File: src/rtl/lcdt_pkg.sv
// Shared types, timing constants and register indexes of the LCD line/mode timing core.
package lcdt_pkg;

  localparam int CFG_IDX_W  = 3;
  localparam int CFG_DATA_W = 8;

  localparam logic [CFG_IDX_W-1:0] CFG_LCD_ENABLE    = 3'd0;
  localparam logic [CFG_IDX_W-1:0] CFG_COMPARE_LINE  = 3'd1;
  localparam logic [CFG_IDX_W-1:0] CFG_MATCH_IRQ_EN  = 3'd2;
  localparam logic [CFG_IDX_W-1:0] CFG_OAM_IRQ_EN    = 3'd3;
  localparam logic [CFG_IDX_W-1:0] CFG_HBLANK_IRQ_EN = 3'd4;
  localparam logic [CFG_IDX_W-1:0] CFG_VBLANK_IRQ_EN = 3'd5;

  localparam logic [8:0] DOT_STEP  = 9'd4;
  localparam logic [8:0] OAM_END   = 9'd80;
  localparam logic [8:0] DRAW_END  = 9'd252;
  localparam logic [8:0] LINE_DOTS = 9'd456;

  localparam logic [7:0] VBLANK_FIRST = 8'd144;
  localparam logic [7:0] FRAME_LAST   = 8'd154;
  localparam logic [7:0] RESET_LINE   = 8'd145;

  typedef enum logic [1:0] {
    MODE_HBLANK = 2'd0,
    MODE_VBLANK = 2'd1,
    MODE_OAM    = 2'd2,
    MODE_DRAW   = 2'd3
  } mode_t;

  typedef enum logic [1:0] {
    ST_IDLE,
    ST_STEP,
    ST_FINISH
  } fsm_t;

  typedef struct packed {
    logic [8:0] dot;
    logic [7:0] line;
    mode_t      mode;
  } lcd_state_t;

  typedef struct packed {
    logic oam;
    logic hblank;
    logic vblank;
  } irq_en_t;

  typedef struct packed {
    logic stat;
    logic vbl;
    logic draw;
    logic frame;
  } step_evt_t;

endpackage

File: src/rtl/lcdt_step_unit.sv
// Shared step unit: advances the LCD timing state by one 4-dot step.
module lcdt_step_unit (
  input  lcdt_pkg::lcd_state_t st_i,
  input  lcdt_pkg::irq_en_t    irq_en_i,
  output lcdt_pkg::lcd_state_t st_o,
  output lcdt_pkg::step_evt_t  evt_o
);
  import lcdt_pkg::*;

  logic [8:0] dot_sum;

  // Dot stays below LINE_DOTS between steps, so the sum fits in 9 bits.
  assign dot_sum = st_i.dot + DOT_STEP;

  always_comb begin
    st_o     = st_i;
    st_o.dot = dot_sum;
    evt_o    = '0;
    if (st_i.line < VBLANK_FIRST) begin
      if (dot_sum < OAM_END) begin
        if (st_i.mode != MODE_OAM) begin
          st_o.mode = MODE_OAM;
          evt_o.stat = irq_en_i.oam;
        end
      end else if (dot_sum < DRAW_END) begin
        if (st_i.mode != MODE_DRAW) begin
          st_o.mode = MODE_DRAW;
          evt_o.draw = 1'b1;
        end
      end else if (dot_sum < LINE_DOTS) begin
        if (st_i.mode != MODE_HBLANK) begin
          st_o.mode = MODE_HBLANK;
          evt_o.stat = irq_en_i.hblank;
        end
      end else begin
        st_o.dot  = '0;
        st_o.line = st_i.line + 8'd1;
      end
    end else if (st_i.line < FRAME_LAST) begin
      if (st_i.mode != MODE_VBLANK) begin
        st_o.mode  = MODE_VBLANK;
        evt_o.vbl  = 1'b1;
        evt_o.stat = irq_en_i.vblank;
      end
      if (dot_sum >= LINE_DOTS) begin
        st_o.dot  = dot_sum - LINE_DOTS;
        st_o.line = st_i.line + 8'd1;
      end
    end else begin
      // Last line of the frame: wrap to line 0, mode holds.
      st_o.line   = '0;
      evt_o.frame = 1'b1;
      if (dot_sum >= LINE_DOTS) begin
        st_o.dot = dot_sum - LINE_DOTS;
      end
    end
  end

endmodule

File: src/rtl/lcd_line_mode_timing_core.sv
// Top level of the LCD line/mode timing core: config registers, sequencer, result register.
//
// Each input word carries the elapsed CPU time in in_cycles. With the display on,
// the core compares the current line against compare_line and then runs
// ceil(cycles/4) four-dot steps through one shared step unit, one step per clock
// unless a configuration write intervenes. It posts one result word with the
// mode and line after the item, the match flag and the interrupt and event flags
// raised along the way. An item is taken in the idle state, then stepped, and
// the finish state loads the result register; with the display off or a zero
// count no steps run. in_stall is high while the item steps and finishes, and
// the final load also waits while the result register still holds an untaken
// word. Configuration writes land at once and are meant for idle time only;
// turning the display off clears line, dot counter and mode.
module lcd_line_mode_timing_core (
  input  logic                                clk,
  input  logic                                rst_n,
  input  logic                                cfg_we,
  input  logic [lcdt_pkg::CFG_IDX_W-1:0]      cfg_index,
  input  logic [lcdt_pkg::CFG_DATA_W-1:0]     cfg_wdata,
  input  logic                                in_valid,
  output logic                                in_stall,
  input  logic [7:0]                          in_cycles,
  output logic                                out_valid,
  input  logic                                out_stall,
  output logic [1:0]                          out_mode,
  output logic [7:0]                          out_line,
  output logic                                out_line_match,
  output logic                                out_stat_irq,
  output logic                                out_vblank_irq,
  output logic                                out_draw_line,
  output logic                                out_frame_done
);
  import lcdt_pkg::*;

  // Configuration registers.
  logic       lcd_en_r, lcd_en_nxt;
  logic [7:0] cmp_line_r, cmp_line_nxt;
  logic       match_ie_r, match_ie_nxt;
  irq_en_t    irq_en_r, irq_en_nxt;

  // Timing state and per-item accumulators.
  lcd_state_t st_r, st_nxt;
  logic       match_r, match_nxt;
  step_evt_t  evt_r, evt_nxt;
  logic [6:0] steps_r, steps_nxt;

  // Sequencer.
  fsm_t       state_r, state_nxt;
  logic       in_acc;
  logic       step_en;
  logic       load_out;
  logic       out_free;

  // Step count for the incoming word: ceil(cycles/4), zero when the display is off.
  logic [8:0] cyc_sum;
  logic [6:0] in_steps;

  // Step unit hookup.
  lcd_state_t step_st;
  step_evt_t  step_evt;

  // Result register.
  logic       out_valid_r, out_valid_nxt;
  mode_t      out_mode_r;
  logic [7:0] out_line_r;
  logic       out_match_r;
  step_evt_t  out_evt_r;

  lcdt_step_unit u_step (
    .st_i     (st_r),
    .irq_en_i (irq_en_r),
    .st_o     (step_st),
    .evt_o    (step_evt)
  );

  assign cyc_sum  = {1'b0, in_cycles} + 9'd3;
  assign in_steps = lcd_en_r ? cyc_sum[8:2] : 7'd0;
  assign in_acc   = in_valid && !in_stall;
  assign out_free = !out_valid_r || !out_stall;

  // Sequencer next state.
  always_comb begin
    state_nxt = state_r;
    case (state_r)
      ST_IDLE: begin
        if (in_acc) begin
          state_nxt = (in_steps == 7'd0) ? ST_FINISH : ST_STEP;
        end
      end
      ST_STEP: begin
        if (steps_r == 7'd1) begin
          state_nxt = ST_FINISH;
        end
      end
      ST_FINISH: begin
        if (out_free) begin
          state_nxt = ST_IDLE;
        end
      end
      default: state_nxt = ST_IDLE;
    endcase
  end

  // Sequencer outputs.
  always_comb begin
    in_stall = 1'b1;
    step_en  = 1'b0;
    load_out = 1'b0;
    case (state_r)
      ST_IDLE:   in_stall = 1'b0;
      ST_STEP:   step_en  = 1'b1;
      ST_FINISH: load_out = out_free;
      default: ;
    endcase
  end

  // Datapath next values: config writes, item start, one step per cycle when no config write is pending.
  always_comb begin
    lcd_en_nxt   = lcd_en_r;
    cmp_line_nxt = cmp_line_r;
    match_ie_nxt = match_ie_r;
    irq_en_nxt   = irq_en_r;
    st_nxt       = st_r;
    match_nxt    = match_r;
    evt_nxt      = evt_r;
    steps_nxt    = steps_r;
    if (cfg_we) begin
      case (cfg_index)
        CFG_LCD_ENABLE: begin
          // Turning the display off drops to hblank at line 0, dot 0.
          if (!cfg_wdata[0] && lcd_en_r) begin
            st_nxt.dot  = '0;
            st_nxt.line = '0;
            st_nxt.mode = MODE_HBLANK;
          end
          lcd_en_nxt = cfg_wdata[0];
        end
        CFG_COMPARE_LINE:  cmp_line_nxt      = cfg_wdata[7:0];
        CFG_MATCH_IRQ_EN:  match_ie_nxt      = cfg_wdata[0];
        CFG_OAM_IRQ_EN:    irq_en_nxt.oam    = cfg_wdata[0];
        CFG_HBLANK_IRQ_EN: irq_en_nxt.hblank = cfg_wdata[0];
        CFG_VBLANK_IRQ_EN: irq_en_nxt.vblank = cfg_wdata[0];
        default: ;
      endcase
    end else if (in_acc) begin
      evt_nxt   = '0;
      steps_nxt = in_steps;
      // Level compare happens once, before any step; held when display is off.
      if (lcd_en_r) begin
        match_nxt    = (st_r.line == cmp_line_r);
        evt_nxt.stat = (st_r.line == cmp_line_r) && match_ie_r;
      end
    end else if (step_en) begin
      st_nxt    = step_st;
      evt_nxt   = evt_r | step_evt;
      steps_nxt = steps_r - 7'd1;
    end
  end

  // Result register handshake.
  always_comb begin
    out_valid_nxt = out_valid_r;
    if (load_out) begin
      out_valid_nxt = 1'b1;
    end else if (out_valid_r && !out_stall) begin
      out_valid_nxt = 1'b0;
    end
  end

  always_ff @(posedge clk) begin
    if (!rst_n) begin
      lcd_en_r    <= 1'b1;
      cmp_line_r  <= '0;
      match_ie_r  <= 1'b0;
      irq_en_r    <= '0;
      st_r.dot    <= '0;
      st_r.line   <= RESET_LINE;
      st_r.mode   <= MODE_VBLANK;
      match_r     <= 1'b0;
      steps_r     <= '0;
      state_r     <= ST_IDLE;
      out_valid_r <= 1'b0;
    end else begin
      lcd_en_r    <= lcd_en_nxt;
      cmp_line_r  <= cmp_line_nxt;
      match_ie_r  <= match_ie_nxt;
      irq_en_r    <= irq_en_nxt;
      st_r        <= st_nxt;
      match_r     <= match_nxt;
      steps_r     <= steps_nxt;
      state_r     <= state_nxt;
      out_valid_r <= out_valid_nxt;
    end
  end

  // Event accumulator and result payload carry no reset.
  always_ff @(posedge clk) begin
    evt_r <= evt_nxt;
    if (load_out) begin
      out_mode_r  <= st_r.mode;
      out_line_r  <= st_r.line;
      out_match_r <= match_r;
      out_evt_r   <= evt_r;
    end
  end

  assign out_valid      = out_valid_r;
  assign out_mode       = out_mode_r;
  assign out_line       = out_line_r;
  assign out_line_match = out_match_r;
  assign out_stat_irq   = out_evt_r.stat;
  assign out_vblank_irq = out_evt_r.vbl;
  assign out_draw_line  = out_evt_r.draw;
  assign out_frame_done = out_evt_r.frame;

`ifndef SYNTHESIS
  // A new result word appears only from the finish cycle of the sequencer.
  a_out_from_finish: assert property (@(posedge clk) disable iff (!rst_n)
    $rose(out_valid_r) |-> $past(state_r) == ST_FINISH)
    else $error("result word posted outside finish state");

  // Stepping never runs with an exhausted step count.
  a_step_count: assert property (@(posedge clk) disable iff (!rst_n)
    state_r == ST_STEP |-> steps_r != 7'd0)
    else $error("step state with zero steps left");

  // Line stays within the frame and dot stays on a 4-dot grid inside the line.
  a_line_range: assert property (@(posedge clk) disable iff (!rst_n)
    st_r.line <= FRAME_LAST)
    else $error("scanline beyond last line");

  a_dot_range: assert property (@(posedge clk) disable iff (!rst_n)
    st_r.dot < LINE_DOTS && st_r.dot[1:0] == 2'd0)
    else $error("dot counter off grid or past line end");
`endif

endmodule
File: config.mk
export PLATFORM = sky130hd
export DESIGN_NAME = lcd_line_mode_timing_core
export DESIGN_NICKNAME = d
export VERILOG_FILES = /design/src/rtl/lcdt_pkg.sv /design/src/rtl/lcdt_step_unit.sv /design/src/rtl/lcd_line_mode_timing_core.sv
export SDC_FILE = /design/constraint.sdc
export NUM_CORES = 1
export LEC_CHECK = 0
export BUFFER_PORTS_ARGS = -buffer_cell sky130_fd_sc_hd__buf_2
export CORE_UTILIZATION = 45
export CTS_BUF_LIST = sky130_fd_sc_hd__clkbuf_2 sky130_fd_sc_hd__clkbuf_4 sky130_fd_sc_hd__clkbuf_8
export DETAILED_ROUTE_END_ITERATION = 10
export GPL_ROUTABILITY_DRIVEN = 0
export GPL_TIMING_DRIVEN = 0
export SYNTH_ARGS = -nofsm -noshare
export SYNTH_HDL_FRONTEND = slang
export SYNTH_SLANG_ARGS = --single-unit
export TNS_END_PERCENT = 10
File: constraint.sdc
create_clock -name clk -period 3.4 [get_ports clk]
set_input_delay 0.17 -clock clk [delete_from_list [all_inputs] [get_ports clk]]
set_output_delay 0.17 -clock clk [all_outputs]
set_load 0.01 [all_outputs]
After elaboration in Yosys (flattened, before gate mapping) --
Cells that the tools add are included.
Storage, ports and cells: bits in registers 62, output and inout bits 17
Cells by class: multiplexer cells 51, magnitude comparators 6, reductions and logical operators 29, bitwise gates (word level) 2, equal/unequal tests 26, add/sub/neg operators 5
Operators with widths (count):
- 2-to-1 mux 19 bit | 6
- 2-to-1 mux 17 bit | 5
- 2-to-1 mux 2 bit | 14
- 2-to-1 mux 7 bit | 3
- 2-to-1 mux 1 bit | 19
- < comparator 8 bit (second input constant) | 2
- inequality test 5 bit (second input constant) | 3
- AND reduction 2 bit | 7
- inequality test 2 bit (second input constant) | 6
- AND reduction 10 bit | 1
- adder 8 x 2 -> 9 bit (second input constant) | 1
- adder 9 x 3 -> 9 bit (second input constant) | 1
- greater-or-equal comparator 9 bit (second input constant) | 1
- < comparator 9 x 7 -> 1 bit (second input constant) | 1
- < comparator 9 x 8 -> 1 bit (second input constant) | 1
- < comparator 9 bit (second input constant) | 1
- 2-to-1 mux 9 bit | 1
- inequality test 3 bit (second input constant) | 3
- subtractor 9 bit (second input constant) | 1
- adder 8 x 1 -> 8 bit (second input constant) | 1
- == test 8 bit | 1
- 2-to-1 mux 4 bit | 2
- AND reduction 8 bit | 1
- nonzero test 2 bit | 4
- other kinds (22) | 33

Logic depth before layout (Yosys ltp) --
Gate-level depths: netlist of run 1.
depth in word-level cells 9, mapped depth 12

Hierarchy --
A second synthesis of run 1 with hierarchy kept.
Second synthesis, totals: cell total of the unflattened synthesis 403, area, all modules 3638.5 um^2
Modules (own cells, without submodules):
- lcd_line_mode_timing_core | times used 1, area an instance 2805.2 um^2, cells an instance 275, seq. area each 1431.4 um^2
- lcdt_step_unit | times used 1, area an instance 833.3 um^2, cells an instance 128, seq. area each 0.0 um^2

Least setup slack after synthesis of run 1 --
Ideal clock, no wire load.
kind register to register, start point register st_r[12] in the netlist's numbering, end point register st_r[16] in the netlist's numbering, required time 3.270 ns, arrival time 2.263 ns, path slack 1.007 ns, cell stages (with the launch flop) 12, setup time 0.130 ns, cells stage by stage dfxtp_1 ha_1 buf_2 xor2_1 inv_1 ha_1 o21a_1 a22o_1 o31ai_1 nor2b_1 o21ai_0 o31ai_1
On the way: cells in the longest elaborated chain, start to end 9, elaborated cells on any way between the ends 16, classes of those cells add/sub (2); order compare (4); mux (10)
Ends and longest elaborated chain:
- from (decl) | RTL line lcd_line_mode_timing_core.sv:42 | lcd_state_t st_r, st_nxt;
- from (signal assigned) | RTL line lcd_line_mode_timing_core.sv:188 | st_r <= st_nxt;
- adder 9 x 3 -> 9 bit * | RTL line lcdt_step_unit.sv:13 | assign dot_sum = st_i.dot + DOT_STEP;
- < comparator 9 bit | RTL line lcdt_step_unit.sv:30 | end else if (dot_sum < LINE_DOTS) begin
- 2-to-1 mux 17 bit | RTL line lcdt_step_unit.sv:30
- 2-to-1 mux 17 bit | RTL line lcdt_step_unit.sv:25 | end else if (dot_sum < DRAW_END) begin
- 2-to-1 mux 17 bit | RTL line lcdt_step_unit.sv:20 | if (dot_sum < OAM_END) begin
- 2-to-1 mux 19 bit * | RTL line lcdt_step_unit.sv:19 | if (st_i.line < VBLANK_FIRST) begin
- 2-to-1 mux 19 bit * | RTL line lcd_line_mode_timing_core.sv:153 | end else if (step_en) begin
- 2-to-1 mux 19 bit * | RTL line lcd_line_mode_timing_core.sv:145 | end else if (in_acc) begin
- 2-to-1 mux 19 bit * | RTL line lcd_line_mode_timing_core.sv:127 | if (cfg_we) begin
Every way passes the cells marked *; elsewhere a longest branch is shown, timed or not. The select of a mux whose other input is x is not followed. A chain may end at the register's enable or synchronous reset.

Final worst setup path of run 1 --
start point register st_r[14] in the netlist's numbering, end point register st_r[16] in the netlist's numbering
Same word-level chain as after synthesis.

==> results of run 1 <==
-- flip-flops by register name (all words and copies together) (netlist names) --
register and flops:
lcd_en_r 1, out_line 8, irq_en_r 3, steps_r 7, out_line_match 1, out_valid 1, out_stat_irq 1, out_mode 2
out_frame_done 1, evt_r 4, match_ie_r 1, out_draw_line 1, st_r 17, state_r 2, out_vblank_irq 1, cmp_line_r 8
match_r 1
-- cell type report --
cell class	instances	share of cell area [%]
Buffer	24	2.76
Clock buffer	10	3.37
Clock inverter	6	0.834
Inverter	8	0.769
Multi-Input combinational cell	309	48.3
Sequential cell	60	35.7
Tap cell	99	3.17
Timing Repair Buffer	40	5.13
-- through the flow --
step                      area [um2]  utilization [%]
after floorplan                 3410                -
after global placement          3730             51.2
after detailed placement        3740             51.3
after CTS                       3900             53.5
after global routing            3900             53.5
final                           3900             53.5
-- power by group through the flow --
| stage | Sequential, mW | Combinational (mW) | Clock (mW) |
|---|---|---|---|
| after floorplan | 0.800 | 0.161 | 0 |
| after global placement | 0.805 | 0.231 | 0 |
| after detailed placement | 0.806 | 0.234 | 0 |
| after CTS | 0.790 | 0.236 | 0.560 |
| after global routing | 0.793 | 0.264 | 0.595 |
| final | 0.791 | 0.237 | 0.548 |
-- layer usage --
metal	track usage, %	vias to the layer above
li1	-	1545
met4	9.09	0
met5	0	-
met3	4.99	11
met1	29.2	1482
met2	35.9	77
-- Yosys cell counts (2+ instances only) --
library cell,instances
nor2_1,48
dfxtp_1,41
nand2_1,39
a21oi_1,28
o21ai_0,23
nand3_1,21
edfxtp_1,19
clkbuf_1,16
xnor2_1,12
nor3_1,11
mux2i_1,10
inv_1,8
nand2b_1,8
nor2b_1,8
a31oi_1,7
ha_1,7
a211oi_1,6
and2_1,6
and3_1,5
buf_2,5
xor2_1,5
nand4_1,4
o22ai_1,4
nand3b_1,3
o211ai_1,3
o21a_1,3
o31ai_1,3
or2_2,3
or3_1,3
a21o_1,2
a32oi_1,2
nand4b_1,2
nor3b_1,2
nor4b_1,2
o21bai_1,2
o32a_1,2
or4_1,2
-- kinds of logic after synthesis --
kind of cell    share of synthesized area (%)
mux                                      2.93
xor+xnor                                 4.37
flops                                    40.8
fa+ha+maj                                2.57
compound gates                           20.0
buf+inv                                  4.04
simple gates                             25.3
-- final timing paths --
path / endpoint / slack, ns
worst max-delay path: st_r[16]$_SDFFE_PN0P_ / 0.47
worst max register to register: st_r[16]$_SDFFE_PN0P_ / 0.47
worst min-delay path: cmp_line_r[3]$_SDFFE_PN0P_ / 0.06
worst min register to register: out_line[4]$_DFFE_PP_ / 0.43
-- cells in the final DEF, fill, tap and decap left out, drive strengths merged, types with 7 or more instances in the layout --
cell,netlist,final
nand2,39,39
edfxtp,19,19
buf,8,48
dfxtp,41,41
a31oi,8,8
mux2i,10,10
clkbuf,16,26
nor3,12,12
inv,8,8
a21oi,28,28
nand3,22,22
nor2b,8,8
ha,7,7
o21ai,24,24
xnor2,12,12
nand2b,8,8
nor2,48,48
-- critical path: cells and delay by family, from the launching register on --
family,cells,cell delay (ns)
buf+inv,2,0.47
flops,1,0.47
simple gates,1,0.09
fa+ha+maj,1,0.22
xor+xnor,1,0.23
compound gates,5,1.32
==> flow_summary_export.csv, run 1 <==
group,metric,value,unit
status,status,"finished clean",
cells_and_area,diodes,0,
floorplanning,dieWidth,89.1,um
clock_tree,cts_tree,"built",
timing,finalCritPeriodShare,86.2,%
global_routing,grt_pass1_wl,13.3,mm
detailed_routing,drcViolationCount,0,
clock_tree,clock_path_buffers,2,
hold_path,hp-class,"in -> reg",
yosys,synth_cell_types,63,
yosys,async_flop_share,0,%
job,cap_violations,0,
detailed_routing,route.layer.met1.wl,3.94,mm
clock_tree,cts_resized,0,
clock_tree,cts-root-buf,"clkbuf_8",
placed_design,hpwl,6.11,mm
power_and_ir_drop,p_int,1.12,mW
timing,worstMarginPinSlew,0.911,ns
floorplanning,initial_core_util,46.8,%
timing,slew_headroom,39.3,%
floorplanning,placement_rows,31,
worst_setup_path,worst_setup_path_end_kind,"flop",
detailed_routing,detail-route-antenna-nets,0,
cells_and_area,register_area,1390,um2
detailed_routing,dr_wl_met3,432,um
timing,fmax,0.341,GHz
detailed_routing,met2WireLength,3.96,mm
floorplanning,dieArea,7930,um2
global_routing,overflow,0,
worst_setup_path,reg2reg_from,"st_r[14]$_SDFFE_PN0P_",
power_and_ir_drop,switchingPower,0.452,mW
timing,finalHoldViolations,0,
detailed_routing,wl,8.45,mm
cells_and_area,final_cells,556,
power_and_ir_drop,p_sw_share,28.7,%
timing,rsz0062_at_grt,"no",
worst_setup_path,crit_slowest_cell,"o31ai_1",
global_routing,grt_max_degree,16,
worst_setup_path,critPathMaxStageDelay,0.54,ns
worst_setup_path,r2r_cells,10,
timing,finalClockSkew,0.0106,ns
yosys,yosys.area.top_type,"dfxtp_1",
yosys,synthTopCellsByArea,"dfxtp_1 (24%), edfxtp_1 (17%), nor2_1 (5.3%)",
yosys,ys_seq_area_share,40.8,%
floorplanning,num_io_pins,41,
yosys,syn_avg_cell_area,8.51,um2
worst_setup_path,startpoint_type,"flop",
yosys,syn-instance-count,401,
global_routing,antenna_found_initial,0,
worst_setup_path,crit_type,"reg -> reg",
clock_tree,clock_latency,0.35,ns
placed_design,portBuffers,40,
power_and_ir_drop,seqPwrFrac,50.2,%
detailed_routing,wl_per_cell,15.2,um
power_and_ir_drop,peakVddDrop,0.000223,V
yosys,ys_ff_latch,60,
power_and_ir_drop,total_power,1.58,mW
cells_and_area,synthToLayoutAreaGrowth,14.4,%
yosys,synth_top_area_share,24.1,%
timing,slew_viol_final,0,
placed_design,dpl.cell_count,540,
worst_setup_path,crit_arrival,3.14,ns
power_and_ir_drop,clock_power_share,34.8,%
worst_setup_path,path_common_cell,"o31ai_1",
cells_and_area,nNetsFinal,483,
worst_setup_path,startpoint,"st_r[14]$_SDFFE_PN0P_",
clock_tree,post_cts_buffers,0,
worst_setup_path,crit_chain,"clkbuf_1 -> xor2_1 -> inv_1 -> ha_1 -> o21a_1 -> a22o_1 -> o31ai_1 -> nor2b_1 -> o21ai_0 -> o31ai_1",
timing,worst_slack,0.471,ns
hold_path,hold_start,"cfg_wdata[3]",
clock_tree,path_clk_slew,0.06,ns
timing,setup_tns,0,ns
worst_setup_path,path_max_fanout,10,
cells_and_area,multi_input_area,1890,um2
timing,setup_violations,0,
detailed_routing,vias,3115,
yosys,synth_edf_count,19,
timing,timing.hold.ws,0.0648,ns
worst_setup_path,cp.required,3.61,ns
global_routing,groute.usage.overall,22.3,%
hold_path,min_path_cells,3,
global_routing,grt_pass1_vias,2775,
yosys,yosysWarnings,0,
floorplanning,fp.dieH,89.1,um
placed_design,dp_slack,0.505,ns
clock_tree,postCtsHoldBufs,0,
power_and_ir_drop,p_comb_share,15.0,%
clock_tree,cts_sinks,60,
power_and_ir_drop,power_density,404,nW/um2
detailed_routing,viasPerCell,5.60,
cells_and_area,drive_above_1_share,16.4,%
yosys,synth.cell_area,3410,um2
power_and_ir_drop,p_leak,1.41,nW
detailed_routing,dr.max_layer_used,"met4",
yosys,syn_nets,432,
cells_and_area,fillCellCount,736,
timing,fin_crit,2.93,ns
detailed_routing,drtPass1Iterations,4,
clock_tree,cts_htree_levels,3,
floorplanning,core_region_area,7290,um2
yosys,synthFlopType,"dfxtp_1",
detailed_routing,drt_iter0_drc,193,
clock_tree,cts_buffers,9,
No activity file was read; power rests on OpenSTA's default activity.
==> run 2: changes to the inputs <==
--- a/config.mk
+++ b/config.mk
@@ -6,11 +6,14 @@
 export NUM_CORES = 1
 export LEC_CHECK = 0
 export BUFFER_PORTS_ARGS = -buffer_cell sky130_fd_sc_hd__buf_2
-export CORE_UTILIZATION = 45
+export CELL_PAD_IN_SITES_DETAIL_PLACEMENT = 1
+export CELL_PAD_IN_SITES_GLOBAL_PLACEMENT = 2
+export CORE_UTILIZATION = 36
 export CTS_BUF_LIST = sky130_fd_sc_hd__clkbuf_2 sky130_fd_sc_hd__clkbuf_4 sky130_fd_sc_hd__clkbuf_8
 export DETAILED_ROUTE_END_ITERATION = 10
 export GPL_ROUTABILITY_DRIVEN = 0
 export GPL_TIMING_DRIVEN = 0
+export PLACE_DENSITY = 0.79
 export SYNTH_ARGS = -nofsm -noshare
 export SYNTH_HDL_FRONTEND = slang
 export SYNTH_SLANG_ARGS = --single-unit
==> flow_summary_export.csv, run 2 (same netlist as run 1, synthesis figures left out) <==
group,metric,value,unit
placed_design,portBuffers,40,
cells_and_area,diodes,0,
status,status,"finished clean",
timing,setup_tns,0,ns
timing,finalClockSkew,0.0110,ns
worst_setup_path,worst_setup_path_end_kind,"flop",
worst_setup_path,startpoint,"st_r[14]$_SDFFE_PN0P_",
cells_and_area,largest-register,"st_r",
worst_setup_path,reg2reg_from,"st_r[14]$_SDFFE_PN0P_",
power_and_ir_drop,power_density,444,nW/um2
timing,finalHoldViolations,0,
worst_setup_path,path_max_fanout,10,
placed_design,hpwl,7.14,mm
detailed_routing,detail-route-antenna-nets,0,
clock_tree,cts_sinks,60,
timing,fmax,0.336,GHz
worst_setup_path,crit_type,"reg -> reg",
cells_and_area,final_common_cell,"nor2_1",
power_and_ir_drop,clock_power_share,41.7,%
clock_tree,cts_tree,"built",
clock_tree,post_cts_buffers,0,
timing,slew_viol_final,0,
power_and_ir_drop,p_leak,1.43,nW
power_and_ir_drop,p_int,1.27,mW
detailed_routing,wl,9.48,mm
clock_tree,postCtsHoldBufs,0,
power_and_ir_drop,p_comb_share,13.6,%
global_routing,grt_pass1_wl,15.7,mm
timing,finalCritPeriodShare,87.5,%
power_and_ir_drop,p_sw_share,27.8,%
detailed_routing,drcViolationCount,0,
worst_setup_path,cp.required,3.61,ns
power_and_ir_drop,total_power,1.77,mW
floorplanning,num_io_pins,41,
job,cap_violations,0,
floorplanning,dieArea,9870,um2
cells_and_area,design_area,3980,um2
floorplanning,initial_core_util,37.1,%
worst_setup_path,crit_arrival,3.19,ns
global_routing,met3_usage,2.95,%
global_routing,antenna_found_initial,0,
power_and_ir_drop,peakVddDrop,0.000229,V
timing,fin_crit,2.97,ns
clock_tree,clock_latency,0.34,ns
power_and_ir_drop,switchingPower,0.491,mW
timing,slew_headroom,42.2,%
floorplanning,fp.dieH,99.3,um
cells_and_area,largest_reg_flops,17,
global_routing,grt_pass1_vias,3180,
floorplanning,core_region_area,9200,um2
clock_tree,cts_htree_levels,3,
global_routing,grtUsageMet2,37.2,%
cells_and_area,nNetsFinal,483,
timing,timing.hold.ws,0.0620,ns
detailed_routing,drtPass1Iterations,4,
detailed_routing,vias,3168,
cells_and_area,layout_common_cells,"nor2_1 (48), buf_2 (45), dfxtp_1 (41), nand2_1 (39), a21oi_1 (27)",
cells_and_area,multi_input_area,1890,um2
global_routing,grt_max_degree,16,
hold_path,hold_start,"cfg_wdata[1]",
clock_tree,path_clk_slew,0.08,ns
cells_and_area,register_area,1390,um2
clock_tree,cts_resized,0,
clock_tree,clock_path_buffers,2,
floorplanning,dieWidth,99.3,um
hold_path,hp-class,"in -> reg",
floorplanning,placement_rows,35,
cells_and_area,drive_above_1_share,16.4,%
power_and_ir_drop,seqPwrFrac,44.7,%
global_routing,top_usage_layer,"met2",
clock_tree,cts-root-buf,"clkbuf_8",
timing,rsz0062_at_grt,"no",
detailed_routing,drt_iter0_drc,106,
timing,worstMarginPinSlew,0.867,ns
detailed_routing,wl_per_cell,16.7,um
clock_tree,cts_buffers,9,
worst_setup_path,startpoint_type,"flop",
cells_and_area,synthToLayoutAreaGrowth,16.6,%
global_routing,overflow,0,
placed_design,postPlaceCellArea,3750,um2
global_routing,grt_use_met1,25.1,%
global_routing,groute.usage.overall,20.4,%
cells_and_area,fillCellCount,1127,
timing,setup_violations,0,
detailed_routing,viasPerCell,5.58,
-- run 2: cell types whose count changed in the layout (fill, tap and decap cells not counted), sizes merged --
cell / previous run / this run
bufinv: 0 / 2
clkbuf: 26 / 25
clkinv: 5 / 3
inv: 8 / 9
-- run 2: per-stage QoR --
stage | util [%] | instances | worst slack, ns
finish | 43.2 | 568 | 0.427
global route | 43.2 | 568 | 0.154
CTS | 43.2 | 568 | 0.444
detailed placement | 40.8 | 552 | 0.460
global placement | 40.8 | 552 | 0.497
floorplan | - | 401 | 1.01
-- run 2: final timing paths --
path	to	slack (ns)	cells past startpoint
worst max-delay path	st_r[16]$_SDFFE_PN0P_	0.43	10
worst min register to register	out_line[5]$_DFFE_PP_	0.43	0
worst min-delay path	cmp_line_r[1]$_SDFFE_PN0P_	0.06	3
worst max register to register	st_r[16]$_SDFFE_PN0P_	0.43	10
-- run 2: layer usage --
metal	part of all wire, %	wire (um)
met3	1.8	167
met4	1.0	97
met5	0	0
met1	48	4510
met2	50	4700
-- run 2: area by class of cell --
cell class                      instances  share of cell area (%)
Multi-Input combinational cell        309                    47.4
Sequential cell                        60                    35.0
Timing Repair Buffer                   40                    5.03
Tap cell                              111                    3.49
Clock buffer                            9                    3.12
Buffer                                 24                    2.71
Clock inverter                          7                    2.49
Inverter                                8                   0.755
-- run 2: worst max-delay path, cell delays in order (launching register included) --
cell	delay, ns
dfxtp_1	0.47
clkbuf_1	0.40
xor2_1	0.23
inv_1	0.08
ha_1	0.22
o21a_1	0.24
a22o_1	0.28
o31ai_1	0.56
nor2b_1	0.09
o21ai_0	0.18
o31ai_1	0.09
-- run 2: power by group through the flow --
stage / combinational, mW / clock, mW / sequential, mW
4_1_cts: 0.241 / 0.749 / 0.790
3_5_place_dp: 0.239 / 0 / 0.806
2_1_floorplan: 0.161 / 0 / 0.800
5_1_grt: 0.271 / 0.783 / 0.794
3_3_place_gp: 0.235 / 0 / 0.805
6_report: 0.240 / 0.736 / 0.790
==> run 3: changes to the inputs <==
--- a/config.mk
+++ b/config.mk
@@ -8,12 +8,12 @@
 export BUFFER_PORTS_ARGS = -buffer_cell sky130_fd_sc_hd__buf_2
 export CELL_PAD_IN_SITES_DETAIL_PLACEMENT = 1
 export CELL_PAD_IN_SITES_GLOBAL_PLACEMENT = 2
-export CORE_UTILIZATION = 36
+export CORE_UTILIZATION = 34
 export CTS_BUF_LIST = sky130_fd_sc_hd__clkbuf_2 sky130_fd_sc_hd__clkbuf_4 sky130_fd_sc_hd__clkbuf_8
 export DETAILED_ROUTE_END_ITERATION = 10
 export GPL_ROUTABILITY_DRIVEN = 0
 export GPL_TIMING_DRIVEN = 0
-export PLACE_DENSITY = 0.79
+export PLACE_DENSITY = 0.75
 export SYNTH_ARGS = -nofsm -noshare
 export SYNTH_HDL_FRONTEND = slang
 export SYNTH_SLANG_ARGS = --single-unit
==> flow_summary_export.csv, run 3 (same netlist as run 1, synthesis figures left out) <==
group,metric,value,unit
status,status,"finished clean",
detailed_routing,wl_per_cell,16.4,um
timing,worstMarginPinSlew,0.928,ns
detailed_routing,wl,9.68,mm
timing,setup_tns,0,ns
worst_setup_path,path_common_cell,"o31ai_1",
worst_setup_path,crit_type,"reg -> reg",
global_routing,grt_pass1_vias,3155,
global_routing,overflow,0,
clock_tree,cts-root-buf,"clkbuf_8",
detailed_routing,drcViolationCount,0,
placed_design,dp_slack,0.489,ns
timing,timing.hold.ws,0.0589,ns
worst_setup_path,r2r_cells,10,
cells_and_area,synthToLayoutAreaGrowth,17.4,%
timing,slew_headroom,38.1,%
power_and_ir_drop,total_power,1.78,mW
clock_tree,path_clk_slew,0.08,ns
hold_path,min_path_cells,3,
clock_tree,cts_resized,0,
timing,setup_violations,0,
worst_setup_path,worst_setup_path_end_kind,"flop",
cells_and_area,drive_above_1_share,16.4,%
floorplanning,dieWidth,102,um
worst_setup_path,ff2ff_setup_slack,0.49,ns
worst_setup_path,cp.required,3.62,ns
global_routing,grt_pass1_wl,15.7,mm
worst_setup_path,critPathTopFamily,"compound AO/OA/AOI/OAI gates",
timing,slew_viol_final,0,
detailed_routing,drtPass1Iterations,4,
timing,rsz0062_at_grt,"no",
clock_tree,cts_buffers,9,
clock_tree,clock_path_buffers,2,
worst_setup_path,reg2reg_to,"st_r[16]$_SDFFE_PN0P_",
floorplanning,num_io_pins,41,
power_and_ir_drop,power_density,444,nW/um2
clock_tree,post_cts_buffers,0,
clock_tree,cts_tree,"built",
cells_and_area,layout_common_cells,"nor2_1 (48), buf_2 (45), dfxtp_1 (41), nand2_1 (39), a21oi_1 (27)",
placed_design,postPlaceCellArea,3780,um2
worst_setup_path,crit_slowest_cell,"o31ai_1",
global_routing,antenna_found_initial,0,
cells_and_area,largest_reg_flops,17,
hold_path,hold_start,"cfg_wdata[2]",
placed_design,portBuffers,40,
clock_tree,cts_sinks,60,
floorplanning,core_region_area,9730,um2
cells_and_area,diodes,0,
worst_setup_path,cp_num_buf_inv,2,
placed_design,hpwl,7.24,mm
timing,worst_slack,0.488,ns
clock_tree,postCtsHoldBufs,0,
global_routing,groute.usage.overall,19.9,%
hold_path,hp-class,"in -> reg",
floorplanning,initial_core_util,35.1,%
power_and_ir_drop,p_leak,1.43,nW
timing,fmax,0.343,GHz
worst_setup_path,crit_arrival,3.13,ns
hold_path,hold_end,"cmp_line_r[2]$_SDFFE_PN0P_",
floorplanning,dieArea,10400,um2
timing,finalClockSkew,0.00893,ns
timing,fin_crit,2.91,ns
worst_setup_path,startpoint,"st_r[14]$_SDFFE_PN0P_",
clock_tree,cts_htree_levels,3,
timing,finalHoldViolations,0,
worst_setup_path,reg2reg_from,"st_r[14]$_SDFFE_PN0P_",
timing,finalCritPeriodShare,85.6,%
cells_and_area,design_area,4000,um2
global_routing,grt_max_degree,16,
detailed_routing,viasPerCell,5.32,
detailed_routing,vias,3138,
detailed_routing,drt_iter0_drc,100,
floorplanning,placement_rows,36,
worst_setup_path,critPathMaxStageDelay,0.50,ns
cells_and_area,largest-register,"st_r",
power_and_ir_drop,peakVddDrop,0.000151,V
worst_setup_path,startpoint_type,"flop",
worst_setup_path,crit_chain,"clkbuf_1 -> xor2_1 -> inv_1 -> ha_1 -> o21a_1 -> a22o_1 -> o31ai_1 -> nor2b_1 -> o21ai_0 -> o31ai_1",
worst_setup_path,path_max_fanout,10,
clock_tree,clock_latency,0.35,ns
cells_and_area,final_common_cell,"nor2_1",
job,cap_violations,0,
floorplanning,fp.dieH,102,um
detailed_routing,detail-route-antenna-nets,0,
cells_and_area,nNetsFinal,483,
-- run 3: worst max-delay path by stage --
| stage | cells after the start | to |
|---|---|---|
| after floorplan | 11 | st_r[16]$_SDFFE_PN0P_ |
| after global placement | 10 | st_r[16]$_SDFFE_PN0P_ |
| after detailed placement | 10 | st_r[16]$_SDFFE_PN0P_ |
| after CTS | 10 | st_r[16]$_SDFFE_PN0P_ |
| after global routing | 10 | st_r[16]$_SDFFE_PN0P_ |
| final | 10 | st_r[16]$_SDFFE_PN0P_ |
-- run 3: per-layer routing --
metal	vias up	GRT usage [%]	wire length [um]
met1	1541	25.1	4600
met5	-	0	0
met2	35	33.8	4720
li1	1548	-	-
met4	0	8.90	164
met3	14	2.53	197
-- run 3: layout make-up --
type	instances	area, um2
multi-input cells	309	1890
inverters	8	30.0
repair buffers	40	200
clock inverters	7	98.8
well taps	133	166
clock buffers	9	124
flip-flops and latches	60	1390
plain buffers	24	108
fillers	1221	5730
-- run 3: power by group --
part           leakage (nW)  internal, mW  switching, mW
registers             0.509         0.768         0.0217
clock network         0.110         0.418          0.330
logic                 0.815        0.0904          0.150
-- run 3: through the flow --
stage                     instances  util [%]
after global placement          574      38.8
after global routing            590      41.2
after detailed placement        574      38.9
after floorplan                 401         -
final                           590      41.2
after CTS                       590      41.2
-- run 3: tightest hold or removal path: stages --
cell     delay [ns]
buf_2          0.08
mux2i_1        0.06
nor2_1         0.07
